<file path="src/rtl/core/sh6_pkg.sv">
// Shared types, constants and fixed-point helpers of the degree-6 spherical harmonics block.
package sh6_pkg;

   localparam int ANGLE_BITS    = 16;
   localparam int TURN_SHIFT    = 32 - ANGLE_BITS;
   localparam int OUT_FRAC_BITS = 16;
   localparam int OUT_SHIFT     = 30 - OUT_FRAC_BITS;
   localparam int OUT_W         = 18;
   localparam longint OUT_MAX   = 131071;
   localparam longint OUT_MIN_MAG = 131072;
   localparam longint OUT_ROUND = (OUT_SHIFT > 0) ? (longint'(1) << (OUT_SHIFT - 1)) : 0;

   // Width of a signed Q30 word inside the datapath.
   localparam int QW = 36;

   localparam int SIN_LAT  = 9;
   localparam int LEG_LAT  = 8;
   localparam int PIPE_LAT = SIN_LAT + LEG_LAT + 2;

   localparam logic [3:0] LAST_IDX = 4'd12;
   localparam logic [3:0] M_OFFSET = 4'd6;
   localparam logic [31:0] QUARTER_TURN = 32'h4000_0000;
   localparam logic [63:0] INV_PI_Q64 = 64'h517C_C1B7_2722_0A95;

   typedef logic signed [QW-1:0] q30_type;

   localparam q30_type ONE_Q30 = 36'sh0_4000_0000;

   typedef struct packed {
      logic              valid;
      logic signed [3:0] m;
      logic [2:0]        k;
      logic              flip;
      logic              last;
   } sh6_ctl_type;

   // Taylor magnitudes of sin(pi/2 x), Q30, for x, x^3, ... x^13.
   localparam logic [31:0] SIN_COEF [7] = '{
      32'd1686629713, 32'd693598668, 32'd85569306, 32'd5026995,
      32'd172272, 32'd3864, 32'd61
   };

   localparam logic [15:0] NORM_NUM [7] = '{
      16'd13, 16'd273, 16'd1365, 16'd1365, 16'd819, 16'd9009, 16'd3003
   };
   localparam int NORM_EXP [7] = '{10, 9, 12, 10, 11, 10, 12};

   // Square of the normalisation in Q60, rounded, then its integer square root.
   function automatic q30_type norm_const(input int k);
      logic [127:0] prod;
      logic [63:0]  v;
      logic [63:0]  res;
      logic [63:0]  bt;
      int           s;
      s    = 4 + NORM_EXP[k];
      prod = 128'(NORM_NUM[k]) * 128'(INV_PI_Q64);
      prod = prod + (128'(1) << (s - 1));
      v    = 64'(prod >> s);
      res  = '0;
      bt   = 64'(1) << 62;
      for (int i = 0; i < 32; i++) begin
         if (v >= res + bt) begin
            v   = v - (res + bt);
            res = (res >> 1) + bt;
         end else begin
            res = res >> 1;
         end
         bt = bt >> 2;
      end
      return q30_type'(res);
   endfunction

   localparam q30_type NORM_K [8] = '{
      norm_const(0), norm_const(1), norm_const(2), norm_const(3),
      norm_const(4), norm_const(5), norm_const(6), '0
   };

   // Unsigned Q30 product, rounded half up.
   function automatic logic [QW-1:0] umul_q30(input logic [QW-1:0] a, input logic [QW-1:0] b);
      logic [2*QW-1:0] p;
      p = (2*QW)'(a) * (2*QW)'(b) + ((2*QW)'(1) << 29);
      return p[QW+29:30];
   endfunction

   // Signed Q30 product, rounded half away from zero.
   function automatic q30_type smul(input q30_type a, input q30_type b);
      logic [QW-1:0] ua;
      logic [QW-1:0] ub;
      logic [QW-1:0] r;
      logic          neg;
      neg = a[QW-1] ^ b[QW-1];
      ua  = a[QW-1] ? QW'(-a) : QW'(a);
      ub  = b[QW-1] ? QW'(-b) : QW'(b);
      r   = umul_q30(ua, ub);
      return neg ? q30_type'(-r) : q30_type'(r);
   endfunction

endpackage

</file>
<file path="src/rtl/core/sh6_req_if.sv">
// Input channel interface: angle pair with valid/ready handshake.
interface sh6_req_if;
   logic        valid;
   logic        ready;
   logic [15:0] theta_turns;
   logic [15:0] phi_turns;

   modport source (output valid, output theta_turns, output phi_turns, input ready);
   modport sink (input valid, input theta_turns, input phi_turns, output ready);
endinterface

</file>
<file path="src/rtl/core/sh6_issue.sv">
// Issue sequencer: holds one angle pair and issues its thirteen orders, one per cycle while en is high.
module sh6_issue (
   input  logic                 clock,
   input  logic                 reset,
   input  logic                 en,
   sh6_req_if.sink              req,
   output sh6_pkg::sh6_ctl_type slot_o,
   output logic [15:0]          theta_o,
   output logic [15:0]          phi_o
);
   import sh6_pkg::*;

   logic        busy_ff, busy_in;
   logic [3:0]  cnt_ff, cnt_in;
   logic [15:0] theta_ff, phi_ff;
   logic        accept;
   logic signed [3:0] m;

   // No item is taken while reset is held, so none can be dropped by it.
   assign req.ready = !reset && en && (!busy_ff || cnt_ff == LAST_IDX);
   assign accept    = req.valid && req.ready;

   always_comb begin
      busy_in = busy_ff;
      cnt_in  = cnt_ff;
      if (accept) begin
         busy_in = 1'b1;
         cnt_in  = '0;
      end else if (en && busy_ff) begin
         if (cnt_ff == LAST_IDX) begin
            busy_in = 1'b0;
         end else begin
            cnt_in = cnt_ff + 4'd1;
         end
      end
   end

   always_ff @(posedge clock) begin
      if (reset) begin
         busy_ff <= 1'b0;
         cnt_ff  <= '0;
      end else begin
         busy_ff <= busy_in;
         cnt_ff  <= cnt_in;
      end
   end

   always_ff @(posedge clock) begin
      if (accept) begin
         theta_ff <= req.theta_turns;
         phi_ff   <= req.phi_turns;
      end
   end

   assign m            = signed'(cnt_ff - M_OFFSET);
   assign slot_o.valid = busy_ff;
   assign slot_o.m     = m;
   assign slot_o.k     = m[3] ? 3'(-m) : 3'(m);
   assign slot_o.flip  = !m[3] && (m != 4'sd0) && m[0];
   assign slot_o.last  = (cnt_ff == LAST_IDX);
   assign theta_o      = theta_ff;
   assign phi_o        = phi_ff;

   a_accept_starts: assert property (@(posedge clock) disable iff (reset)
      req.valid && req.ready |=> busy_ff && cnt_ff == '0)
      else $error("accepted item did not start at the first order");
   a_no_early_accept: assert property (@(posedge clock) disable iff (reset)
      busy_ff && cnt_ff != LAST_IDX |-> !req.ready)
      else $error("ready raised while a set was still being issued");
   a_cnt_range: assert property (@(posedge clock) disable iff (reset)
      busy_ff |-> cnt_ff <= LAST_IDX)
      else $error("order counter out of range");
endmodule

</file>
<file path="src/flat_wrapper.sv">
// flat-port wrapper written by rule: the top's interface ports become plain ports
module sh6_issue_flat import sh6_pkg::*;
  (clock, reset, en, slot_o, theta_o, phi_o, req_valid, req_theta_turns, req_phi_turns, req_ready);
  sh6_req_if req_i ();
  input  logic clock;
  input  logic reset;
  input  logic en;
  output sh6_pkg::sh6_ctl_type slot_o;
  output logic [15:0] theta_o;
  output logic [15:0] phi_o;
  input wire logic [$bits(req_i.valid)-1:0] req_valid;
  input wire logic [$bits(req_i.theta_turns)-1:0] req_theta_turns;
  input wire logic [$bits(req_i.phi_turns)-1:0] req_phi_turns;
  output wire logic [$bits(req_i.ready)-1:0] req_ready;
  assign req_i.valid = req_valid;
  assign req_i.theta_turns = req_theta_turns;
  assign req_i.phi_turns = req_phi_turns;
  assign req_ready = req_i.ready;
  sh6_issue u_core (.clock(clock), .reset(reset), .en(en), .req(req_i), .slot_o(slot_o), .theta_o(theta_o), .phi_o(phi_o));
endmodule
</file>
<file path="config.mk">
export PLATFORM = sky130hd
export DESIGN_NAME = sh6_issue_flat
export DESIGN_NICKNAME = d
export VERILOG_FILES = /design/src/rtl/core/sh6_pkg.sv /design/src/rtl/core/sh6_req_if.sv /design/src/rtl/core/sh6_issue.sv /design/src/flat_wrapper.sv
export SDC_FILE = /design/constraint.sdc
export NUM_CORES = 1
export LEC_CHECK = 0
export BUFFER_PORTS_ARGS = -buffer_cell sky130_fd_sc_hd__buf_2
export CAP_MARGIN = 30
export CORE_MARGIN = 1.5
export CORE_UTILIZATION = 25
export CTS_CLUSTER_DIAMETER = 30
export DETAILED_ROUTE_END_ITERATION = 7
export PLACE_DENSITY = 0.5
export SLEW_MARGIN = 20
export SYNTH_ARGS = -nofsm -noshare
export SYNTH_HDL_FRONTEND = slang
export SYNTH_SLANG_ARGS = --single-unit
</file>
<file path="constraint.sdc">
create_clock -name clock -period 3.9 [get_ports clock]
set_input_delay 0.39 -clock clock [delete_from_list [all_inputs] [get_ports clock]]
set_output_delay 0.39 -clock clock [all_outputs]
set_load 0.02 [all_outputs]
</file>
==> impl_metrics.csv, run 1 <==
group,metric,value,unit
run_status,status,"finished, final reports clean",
clock_tree,clockBufferDepth,2,
worst_setup_path,setup.worst_path.class,"flop to primary output",
die,pin_count,79,
timing,slew_headroom,72.3,%
timing,final.period_utilization,53.1,%
timing,rsz0062_at_grt,"no",
die,core_area,5170,µm²
hold_path,min_path_type,"input port to flop",
worst_setup_path,crit_arrival,1680,ps
drt,via_count,961,
clock_tree,cts_setup_buffers,0,
finish,fillers,495,
timing,fin_crit,2070,ps
worst_setup_path,critPathCaptureType,"primary output",
clock_tree,path_clk_slew,70,ps
drt,drcViolationCount,0,
worst_setup_path,r2r_cells,6,
finish,drive_gt1_share,54.3,%
drt,top_layer,"met4",
drt,wire_per_inst,11.8,µm
global_route,grt_usage,9.88,%
global_route,overflow,0,
placed_design,hpwl,2.08,mm
clock_tree,cts_resized,0,
drt,wl_met2,1.29,mm
clock_tree,cts-root-buf,"clkbuf_8",
yosys,netlist_area,1370,µm²
timing,fmax,0.483,GHz
timing,tns,0,ps
drt,via_per_inst,4.11,
yosys,synth_edf_count,32,
worst_setup_path,cp-start-kind,"flop",
yosys,synth_seq_cells,37,
yosys,synth_cells,81,
drt,drtIter0Drc,50,
pwr,ir_drop,0.000151,V
drt,met1_length,1.13,mm
die,rows,26,
drt,met3_length,318,µm
yosys,synth.area.top_cells,"edfxtp_1 70%, dfxtp_1 7.3%, ha_1 3.7%",
die,die-area,5910,µm²
timing,fin_ws,1830,ps
timing,drv_slew,0,
global_route,antenna_found_initial,0,
timing,setup_viol,0,
finish,nets,203,
placed_design,pre_cts_ws,1980,ps
die,die-width,76.9,µm
yosys,yosysTopAreaCellShare,70.4,%
yosys,syn_avg_cell_area,16.9,µm²
yosys,synth_fp_nets,121,
finish,multi_input_area,265,µm²
timing,tightest_slew,411,ps
worst_setup_path,crit_fanout,7,
worst_setup_path,cp_slowest_cell,"dfxtp_1",
timing,hold_violations,0,
drt,dr.pass1.iters,4,
clock_tree,cts_sinks,37,
global_route,grt_max_degree,33,
yosys,seq_area_frac_synth,77.7,%
run,drv_cap,0,
finish,area_growth,43.6,%
drt,drt_wl_total,2.76,mm
clock_tree,cts_tree,"yes",
pwr,p_leak,0.000832,µW
worst_setup_path,crit_cells,6,
yosys,async_flop_share,0,%
placed_design,gp_congestion,0.792,
global_route,grt_pass1_vias,955,
finish,register_area,1060,µm²
clock_tree,cts_max_level,2,
placed_design,io_buffer_count,78,
timing,fin_skew,4.33,ps
finish,diodes,0,
worst_setup_path,worst-path-buf-inv,2,
yosys,ys.flop_type,"edfxtp_1",
die,start_util,26.4,%
worst_setup_path,cp.required,3510,ps
worst_setup_path,max_stage_delay,430,ps
clock_tree,insertion_delay,280,ps
worst_setup_path,cp_cell_sequence,"inv_1 > ha_1 > nand3_1 > nand2_1 > and3b_1 > buf_2",
drt,postRouteAntennaNets,0,
clock_tree,holdBufCountCts,0,
yosys,synth_cell_type_count,22,
hold_path,holdPathStages,1,
worst_setup_path,critPathTopFamily,"simple AND/OR/NAND/NOR gates",
pwr,p_per_area,459,nW/µm²
clock_tree,cts-buffers-inserted,5,
global_route,grt_pass1_wl,4.46,mm
die,die_h,76.9,µm
yosys,yosys_warnings,0,
yosys,yosysTopAreaCell,"edfxtp_1",
==> cells in the final DEF (no fill, tap or decap), drive strengths merged, types with 2 or more instances in the layout <==
cell / n
buf: 79
edfxtp: 32
o21ai: 7
a21oi: 5
clkbuf: 5
dfxtp: 5
ha: 4
inv: 4
nand2: 3
and4b: 3
nor2b: 3
nand4: 2
bufinv: 2
xnor2: 2
==> Yosys cell counts, drive strengths merged (2+ instances only) <==
cell	number
buf	3
nand4	2
nand2	3
o21ai	7
ha	4
dfxtp	5
and4b	3
inv	3
a21oi	5
nor2b	3
edfxtp	32
xnor2	2
==> kinds of logic after synthesis <==
| kind of cell | count (synthesis) | synth area share [%] |
|---|---|---|
| AO/OA/AOI/OAI | 12 | 4.40 |
| XOR/XNOR | 2 | 1.83 |
| buffers and inverters | 7 | 2.84 |
| AND/OR/NAND/NOR | 17 | 7.97 |
| adder cells (fa/ha/maj) | 4 | 3.67 |
| flip-flops | 37 | 77.7 |
| multiplexers | 2 | 1.56 |
==> state kept, by name, indices dropped and copies added (netlist names) <==
signal          count
u_core.theta_o     16
u_core.busy_ff      1
u_core.phi_o       16
u_core.cnt_ff       4
==> worst paths after layout <==
| path | from | endpoint | slack (ps) |
|---|---|---|---|
| setup / recovery | u_core.cnt_ff[0] | req_ready | 1830 |
| hold / removal | req_theta_turns[15] | u_core.theta_o[15] | 280 |
| setup reg to reg | u_core.cnt_ff[0] | u_core.theta_o[14] | 1980 |
| hold reg to reg | u_core.cnt_ff[1] | u_core.cnt_ff[1] | 550 |
==> per-stage QoR <==
stage	power (µW)	area [µm²]	instances	utilization (%)	hold slack, ps
after floorplan	488	1370	81	-	459
after detailed placement	518	1820	226	35.2	544
after global placement	517	1820	226	35.2	538
after CTS	915	1960	234	37.9	264
after global routing	941	1960	234	37.9	253
final	900	1960	234	37.9	277
==> area by class of cell <==
type | count | share of cell area (%)
clock inverters | 3 | 3.51
inverters | 3 | 0.574
well taps | 70 | 4.47
repair buffers | 79 | 20.3
clock buffers | 5 | 3.51
flip-flops and latches | 37 | 54.1
multi-input cells | 37 | 13.5
==> where the power goes <==
group          internal, µW  total (µW)  switching (µW)  leakage (µW)
logic                  25.0        61.7            36.7      0.000430
clock network           257         392             135     0.0000687
registers               442         447            4.59      0.000333
==> worst reg2reg max path: cells and delay by family, from the launching register on <==
kind	cells	cell delay [ps]
buf+inv	2	510
simple gates	3	510
fa+ha+maj	1	190
flops	1	360
==> routing by layer <==
| metal | vias up | GRT usage [%] |
|---|---|---|
| li1 | 463 | - |
| met1 | 436 | 11.1 |
| met2 | 60 | 15.9 |
| met3 | 2 | 4.29 |
| met4 | 0 | 5.00 |
| met5 | - | 0 |
No activity file was read; power rests on OpenSTA's default activity.
==> run 2, diff against run 1 <==
- PLACE_DENSITY: 0.5 -> 0.51
- clock period: 3.9 -> 1.8 ns (I/O delays scaled with it)
==> impl_metrics.csv, run 2 (same netlist as run 1, synthesis figures left out) <==
group,metric,value,unit
run_status,status,"finished, final reports clean",
pwr,p_leak,0.000819,µW
timing,hold_violations,0,
worst_setup_path,crit_arrival,1560,ps
global_route,grt_pass1_wl,4.56,mm
drt,top_layer,"met4",
die,rows,26,
hold_path,holdPathEnd,"u_core.phi_o[10]",
worst_setup_path,worst-path-buf-inv,2,
timing,fin_ws,63.4,ps
pwr,power_frac_clock,33.1,%
drt,wire_per_inst,12.1,µm
finish,register_area,1070,µm²
drt,dr.pass1.iters,4,
placed_design,placed_cell_area,1850,µm²
global_route,grt_usage,10.2,%
worst_setup_path,setup.worst_path.class,"flop to primary output",
finish,layout.cells.most_common,"buf_2",
global_route,grt_pass1_vias,943,
worst_setup_path,crit_fanout,5,
finish,multi_input_area,272,µm²
worst_setup_path,max_stage_delay,350,ps
drt,met1_length,1.18,mm
worst_setup_path,r2r_setup_slack,160,ps
hold_path,holdPathStages,1,
finish,final_cell_mix,"76 x buf_2, 32 x edfxtp_1, 7 x o21ai_0",
pwr,p_per_area,846,nW/µm²
die,core_area,5170,µm²
drt,postRouteAntennaNets,0,
clock_tree,cts-root-buf,"clkbuf_8",
placed_design,hpwl,2.15,mm
timing,slew_headroom,73.8,%
worst_setup_path,r2r_cells,6,
global_route,grt_max_degree,33,
pwr,ir_drop,0.000308,V
drt,wl_met2,1.36,mm
worst_setup_path,critPathCaptureType,"primary output",
die,pin_count,79,
clock_tree,cts-buffers-inserted,5,
run,drv_cap,0,
clock_tree,cts_max_level,2,
drt,via_count,972,
worst_setup_path,r2r-end,"u_core.theta_o[12]",
hold_path,min_path_type,"input port to flop",
clock_tree,clockBufferDepth,2,
timing,fin_skew,6.91,ps
finish,fillers,513,
placed_design,gp_congestion,0.808,
worst_setup_path,cp_slowest_cell,"dfxtp_2",
timing,setup_viol,0,
drt,via_per_inst,4.12,
pwr,p_int,1280,µW
worst_setup_path,regToRegStartpoint,"u_core.cnt_ff[0]",
global_route,overflow,0,
timing,tightest_slew,389,ps
finish,drive_gt1_share,57.8,%
die,start_util,26.4,%
timing,drv_slew,0,
worst_setup_path,cp.required,1620,ps
timing,hold_slack,66.6,ps
hold_path,worstHoldStart,"req_phi_turns[10]",
clock_tree,cts_sinks,37,
global_route,antenna_found_initial,0,
pwr,swShare,22.4,%
pwr,p_switching,370,µW
pwr,seq_power_share,58.6,%
worst_setup_path,critPathTopFamily,"flip-flops",
drt,drt_wl_total,2.87,mm
clock_tree,insertion_delay,280,ps
finish,nets,205,
timing,fmax,0.576,GHz
worst_setup_path,cp_cell_sequence,"ha_2 > xnor2_2 > buf_4 > nor2_1 > a21oi_1 > buf_4",
worst_setup_path,cp-start-kind,"flop",
die,die_h,76.9,µm
drt,met3_length,271,µm
clock_tree,cts_tree,"yes",
die,die-area,5910,µm²
finish,area_growth,43.2,%
drt,drcViolationCount,0,
timing,final.period_utilization,96.5,%
finish,diodes,0,
placed_design,io_buffer_count,78,
die,die-width,76.9,µm
placed_design,pre_cts_ws,137,ps
worst_setup_path,cp_common_cell,"buf_4",
worst_setup_path,startpoint,"u_core.cnt_ff[1]",
clock_tree,path_clk_slew,70,ps
drt,drtIter0Drc,18,
pwr,combPwrFrac,8.4,%
timing,fin_crit,1740,ps
finish,fin_area,1950,µm²
## run 2: cell types whose count changed in the layout (fill, tap and decap cells not counted), sizes merged
cell | previous run | this run
buf | 79 | 81
bufinv | 2 | 0
clkinv | 0 | 2
inv | 4 | 3
clkinvlp | 0 | 1
## run 2: power by group through the flow
stage          clock network, µW  registers, µW  logic [µW]
2_1_floorplan                  0           1010        46.7
3_5_place_dp                   0            988         140
6_report                     547            968         139
3_3_place_gp                   0            987         138
4_1_cts                      573            968         140
5_1_grt                      624            970         150
## run 2: per-layer routing
layer / track usage (%) / up-vias
li1: - / 466
met1: 12.1 / 444
met2: 15.8 / 57
met3: 4.40 / 5
met4: 5.00 / 0
met5: 0 / -
## run 2: layout make-up
class | count | area share (%)
clock buffer | 5 | 3.52
clock inverter | 3 | 0.896
inverter | 3 | 0.576
multi-input combinational | 37 | 13.9
sequential | 37 | 54.6
tap | 70 | 4.48
timing repair buffer | 81 | 22.0
## run 2: worst max path at each step
| stage | to | slack [ps] | cells past startpoint |
|---|---|---|---|
| 2_1_floorplan | u_core.phi_o[0] | 2 | 5 |
| 4_1_cts | slot_o[4] | 30 | 5 |
| 3_5_place_dp | u_core.phi_o[0] | 140 | 6 |
| 3_3_place_gp | u_core.theta_o[10] | 180 | 6 |
| 5_1_grt | slot_o[4] | -6 | 5 |
| 6_report | slot_o[3] | 60 | 6 |
## run 2: through the flow
step | setup TNS, ps | instances | power (µW) | utilization (%)
floorplan | 0 | 81 | 1060 | -
finish | 0 | 236 | 1650 | 37.8
global route | -11.2 | 236 | 1740 | 37.8
CTS | 0 | 235 | 1680 | 37.4
global placement | 0 | 227 | 1120 | 35.7
detailed placement | 0 | 227 | 1130 | 35.7
## run 2: timing repair
action,4_1_cts,5_1_grt
resized for setup,1,6
setup buffers,0,1
hold endpoints to repair,0,0
pin swaps,0,1
hold buffers,0,0
setup endpoints to repair,1,2
cloned,0,0
==> run 3, diff against run 2 <==
==> constraint.sdc (replaced) <==
create_clock -name clock -period 1.8 [get_ports clock]
set_input_delay 0.18 -clock clock [delete_from_list [all_inputs] [get_ports clock]]
set_output_delay 0.18 -clock clock [all_outputs]
set_load 0.05 [all_outputs]
==> impl_metrics.csv, run 3 (same netlist as run 1, synthesis figures left out) <==
group,metric,value,unit
run_status,status,"finished, final reports clean",
finish,diodes,0,
finish,drive_gt1_share,62.9,%
pwr,combPwrFrac,10.8,%
pwr,seq_power_share,47.5,%
clock_tree,cts_sinks,37,
finish,final_cell_mix,"74 x buf_2, 32 x edfxtp_1, 7 x o21ai_0, 7 x buf_4, 5 x clkbuf_8",
worst_setup_path,r2r_setup_slack,200,ps
timing,setup_viol,0,
timing,rsz0062_at_grt,"no",
worst_setup_path,crit_arrival,1540,ps
clock_tree,cts-root-buf,"clkbuf_8",
pwr,p_int,1590,µW
pwr,p_leak,0.000881,µW
drt,postRouteAntennaNets,0,
drt,via_per_inst,4.17,
timing,fin_ws,79.3,ps
hold_path,holdPathEnd,"u_core.phi_o[4]",
worst_setup_path,cp.required,1620,ps
placed_design,pre_cts_ws,142,ps
clock_tree,cts-buffers-inserted,5,
die,pin_count,79,
timing,final.period_utilization,95.6,%
worst_setup_path,max_stage_delay,330,ps
timing,fin_crit,1720,ps
pwr,power_frac_clock,41.7,%
die,rows,26,
finish,stdcell_count,240,
die,die-area,5910,µm²
drt,via_count,1001,
timing,hold_violations,0,
hold_path,min_path_type,"input port to flop",
timing,drv_slew,0,
placed_design,placed_cells,229,
clock_tree,holdBufCountCts,0,
global_route,grt_pass1_vias,926,
timing,slew_headroom,73.1,%
die,die_h,76.9,µm
global_route,overflow,0,
worst_setup_path,r2r-end,"u_core.phi_o[15]",
hold_path,holdPathStages,1,
drt,drtIter0Drc,37,
finish,area_growth,57.0,%
timing,tns,0,ps
timing,fmax,0.581,GHz
clock_tree,cts_tree,"yes",
worst_setup_path,critPathCaptureType,"primary output",
worst_setup_path,regToRegStartpoint,"u_core.cnt_ff[1]",
hold_path,worstHoldStart,"req_phi_turns[4]",
run,drv_cap,0,
die,die-width,76.9,µm
timing,tightest_slew,400,ps
pwr,p_switching,447,µW
clock_tree,insertion_delay,280,ps
drt,drt_wl_total,2.96,mm
finish,layout.cells.most_common,"buf_2",
clock_tree,clockBufferDepth,2,
worst_setup_path,cp-start-kind,"flop",
timing,fin_skew,2.94,ps
pwr,ir_drop,0.000328,V
pwr,p_per_area,948,nW/µm²
global_route,grt_usage,10.3,%
drt,drcViolationCount,0,
pwr,swShare,22.0,%
die,core_area,5170,µm²
global_route,grt_pass1_wl,4.63,mm
pwr,power,2030,µW
worst_setup_path,r2r_cells,6,
global_route,grt_max_degree,33,
die,start_util,26.4,%
global_route,antenna_found_initial,0,
finish,nets,209,
worst_setup_path,cp_slowest_cell,"dfxtp_2",
placed_design,hpwl,2.24,mm
placed_design,gp_congestion,0.791,
placed_design,io_buffer_count,78,
worst_setup_path,cp_cell_sequence,"inv_1 > buf_4 > ha_1 > nand2b_4 > xnor2_4 > buf_6",
timing,hold_slack,68.0,ps
clock_tree,cts_max_level,2,
clock_tree,path_clk_slew,70,ps
worst_setup_path,setup.worst_path.class,"flop to primary output",
worst_setup_path,crit_fanout,3,
drt,wire_per_inst,12.3,µm
drt,dr.pass1.iters,4,
run 3: cell types whose count changed in the layout (fill, tap and decap cells not counted), sizes merged:
| cell | delta |
|---|---|
| buf | +4 |
| bufinv | +2 |
| clkinv | -2 |
run 3: routing by layer:
metal | GRT usage (%) | part of all wire (%) | up-vias
met1 | 12.9 | 43 | 451
met4 | 5.00 | 2.0 | 0
li1 | - | - | 481
met2 | 15.4 | 46 | 64
met5 | 0 | 0 | -
met3 | 3.93 | 9.2 | 5
run 3: worst max path at each step:
stage	depth (start not counted)	endpoint	from
after global placement	5	slot_o[4]	u_core.cnt_ff[1]
after floorplan	4	slot_o[4]	u_core.cnt_ff[1]
after global routing	6	req_ready	u_core.cnt_ff[1]
final	6	slot_o[4]	u_core.cnt_ff[0]
after CTS	5	slot_o[4]	u_core.cnt_ff[1]
after detailed placement	6	u_core.theta_o[3]	u_core.cnt_ff[1]
run 3: layout make-up:
| cell class | count | area [µm²] |
|---|---|---|
| clock buffer | 5 | 68.8 |
| clock inverter | 3 | 68.8 |
| fill | 497 | 3030 |
| inverter | 3 | 15.0 |
| multi-input combinational | 37 | 359 |
| sequential | 37 | 1070 |
| tap | 70 | 87.6 |
| timing repair buffer | 85 | 477 |
run 3: power groups by stage:
stage / clock (µW) / sequential (µW) / combinational (µW)
after floorplan: 0 / 1050 / 76.9
after global placement: 0 / 985 / 215
after detailed placement: 0 / 986 / 216
after CTS: 878 / 966 / 220
after global routing: 909 / 968 / 233
final: 847 / 966 / 220
run 3: what timing repair did:
item / CTS / global route
resized for setup: 9 / 4
buffers inserted: 0 / 3
setup endpoints to repair: 4 / 4
pin swaps: 1 / 1
run 3: metrics by stage:
step | utilization, % | cell area, µm²
after global placement | 37.6 | 1950
after floorplan | - | 1450
after global routing | 41.4 | 2140
after detailed placement | 37.6 | 1950
after CTS | 40.9 | 2110
final | 41.4 | 2140
run 3: worst max-delay path: cells and delay by family, from the launching register on:
family	cells	cell delay, ps
xor gates and xnor gates	1	160
adders and majority gates	1	200
buffers and inverters	3	410
DFF	1	330
and+or+nand+nor	1	160
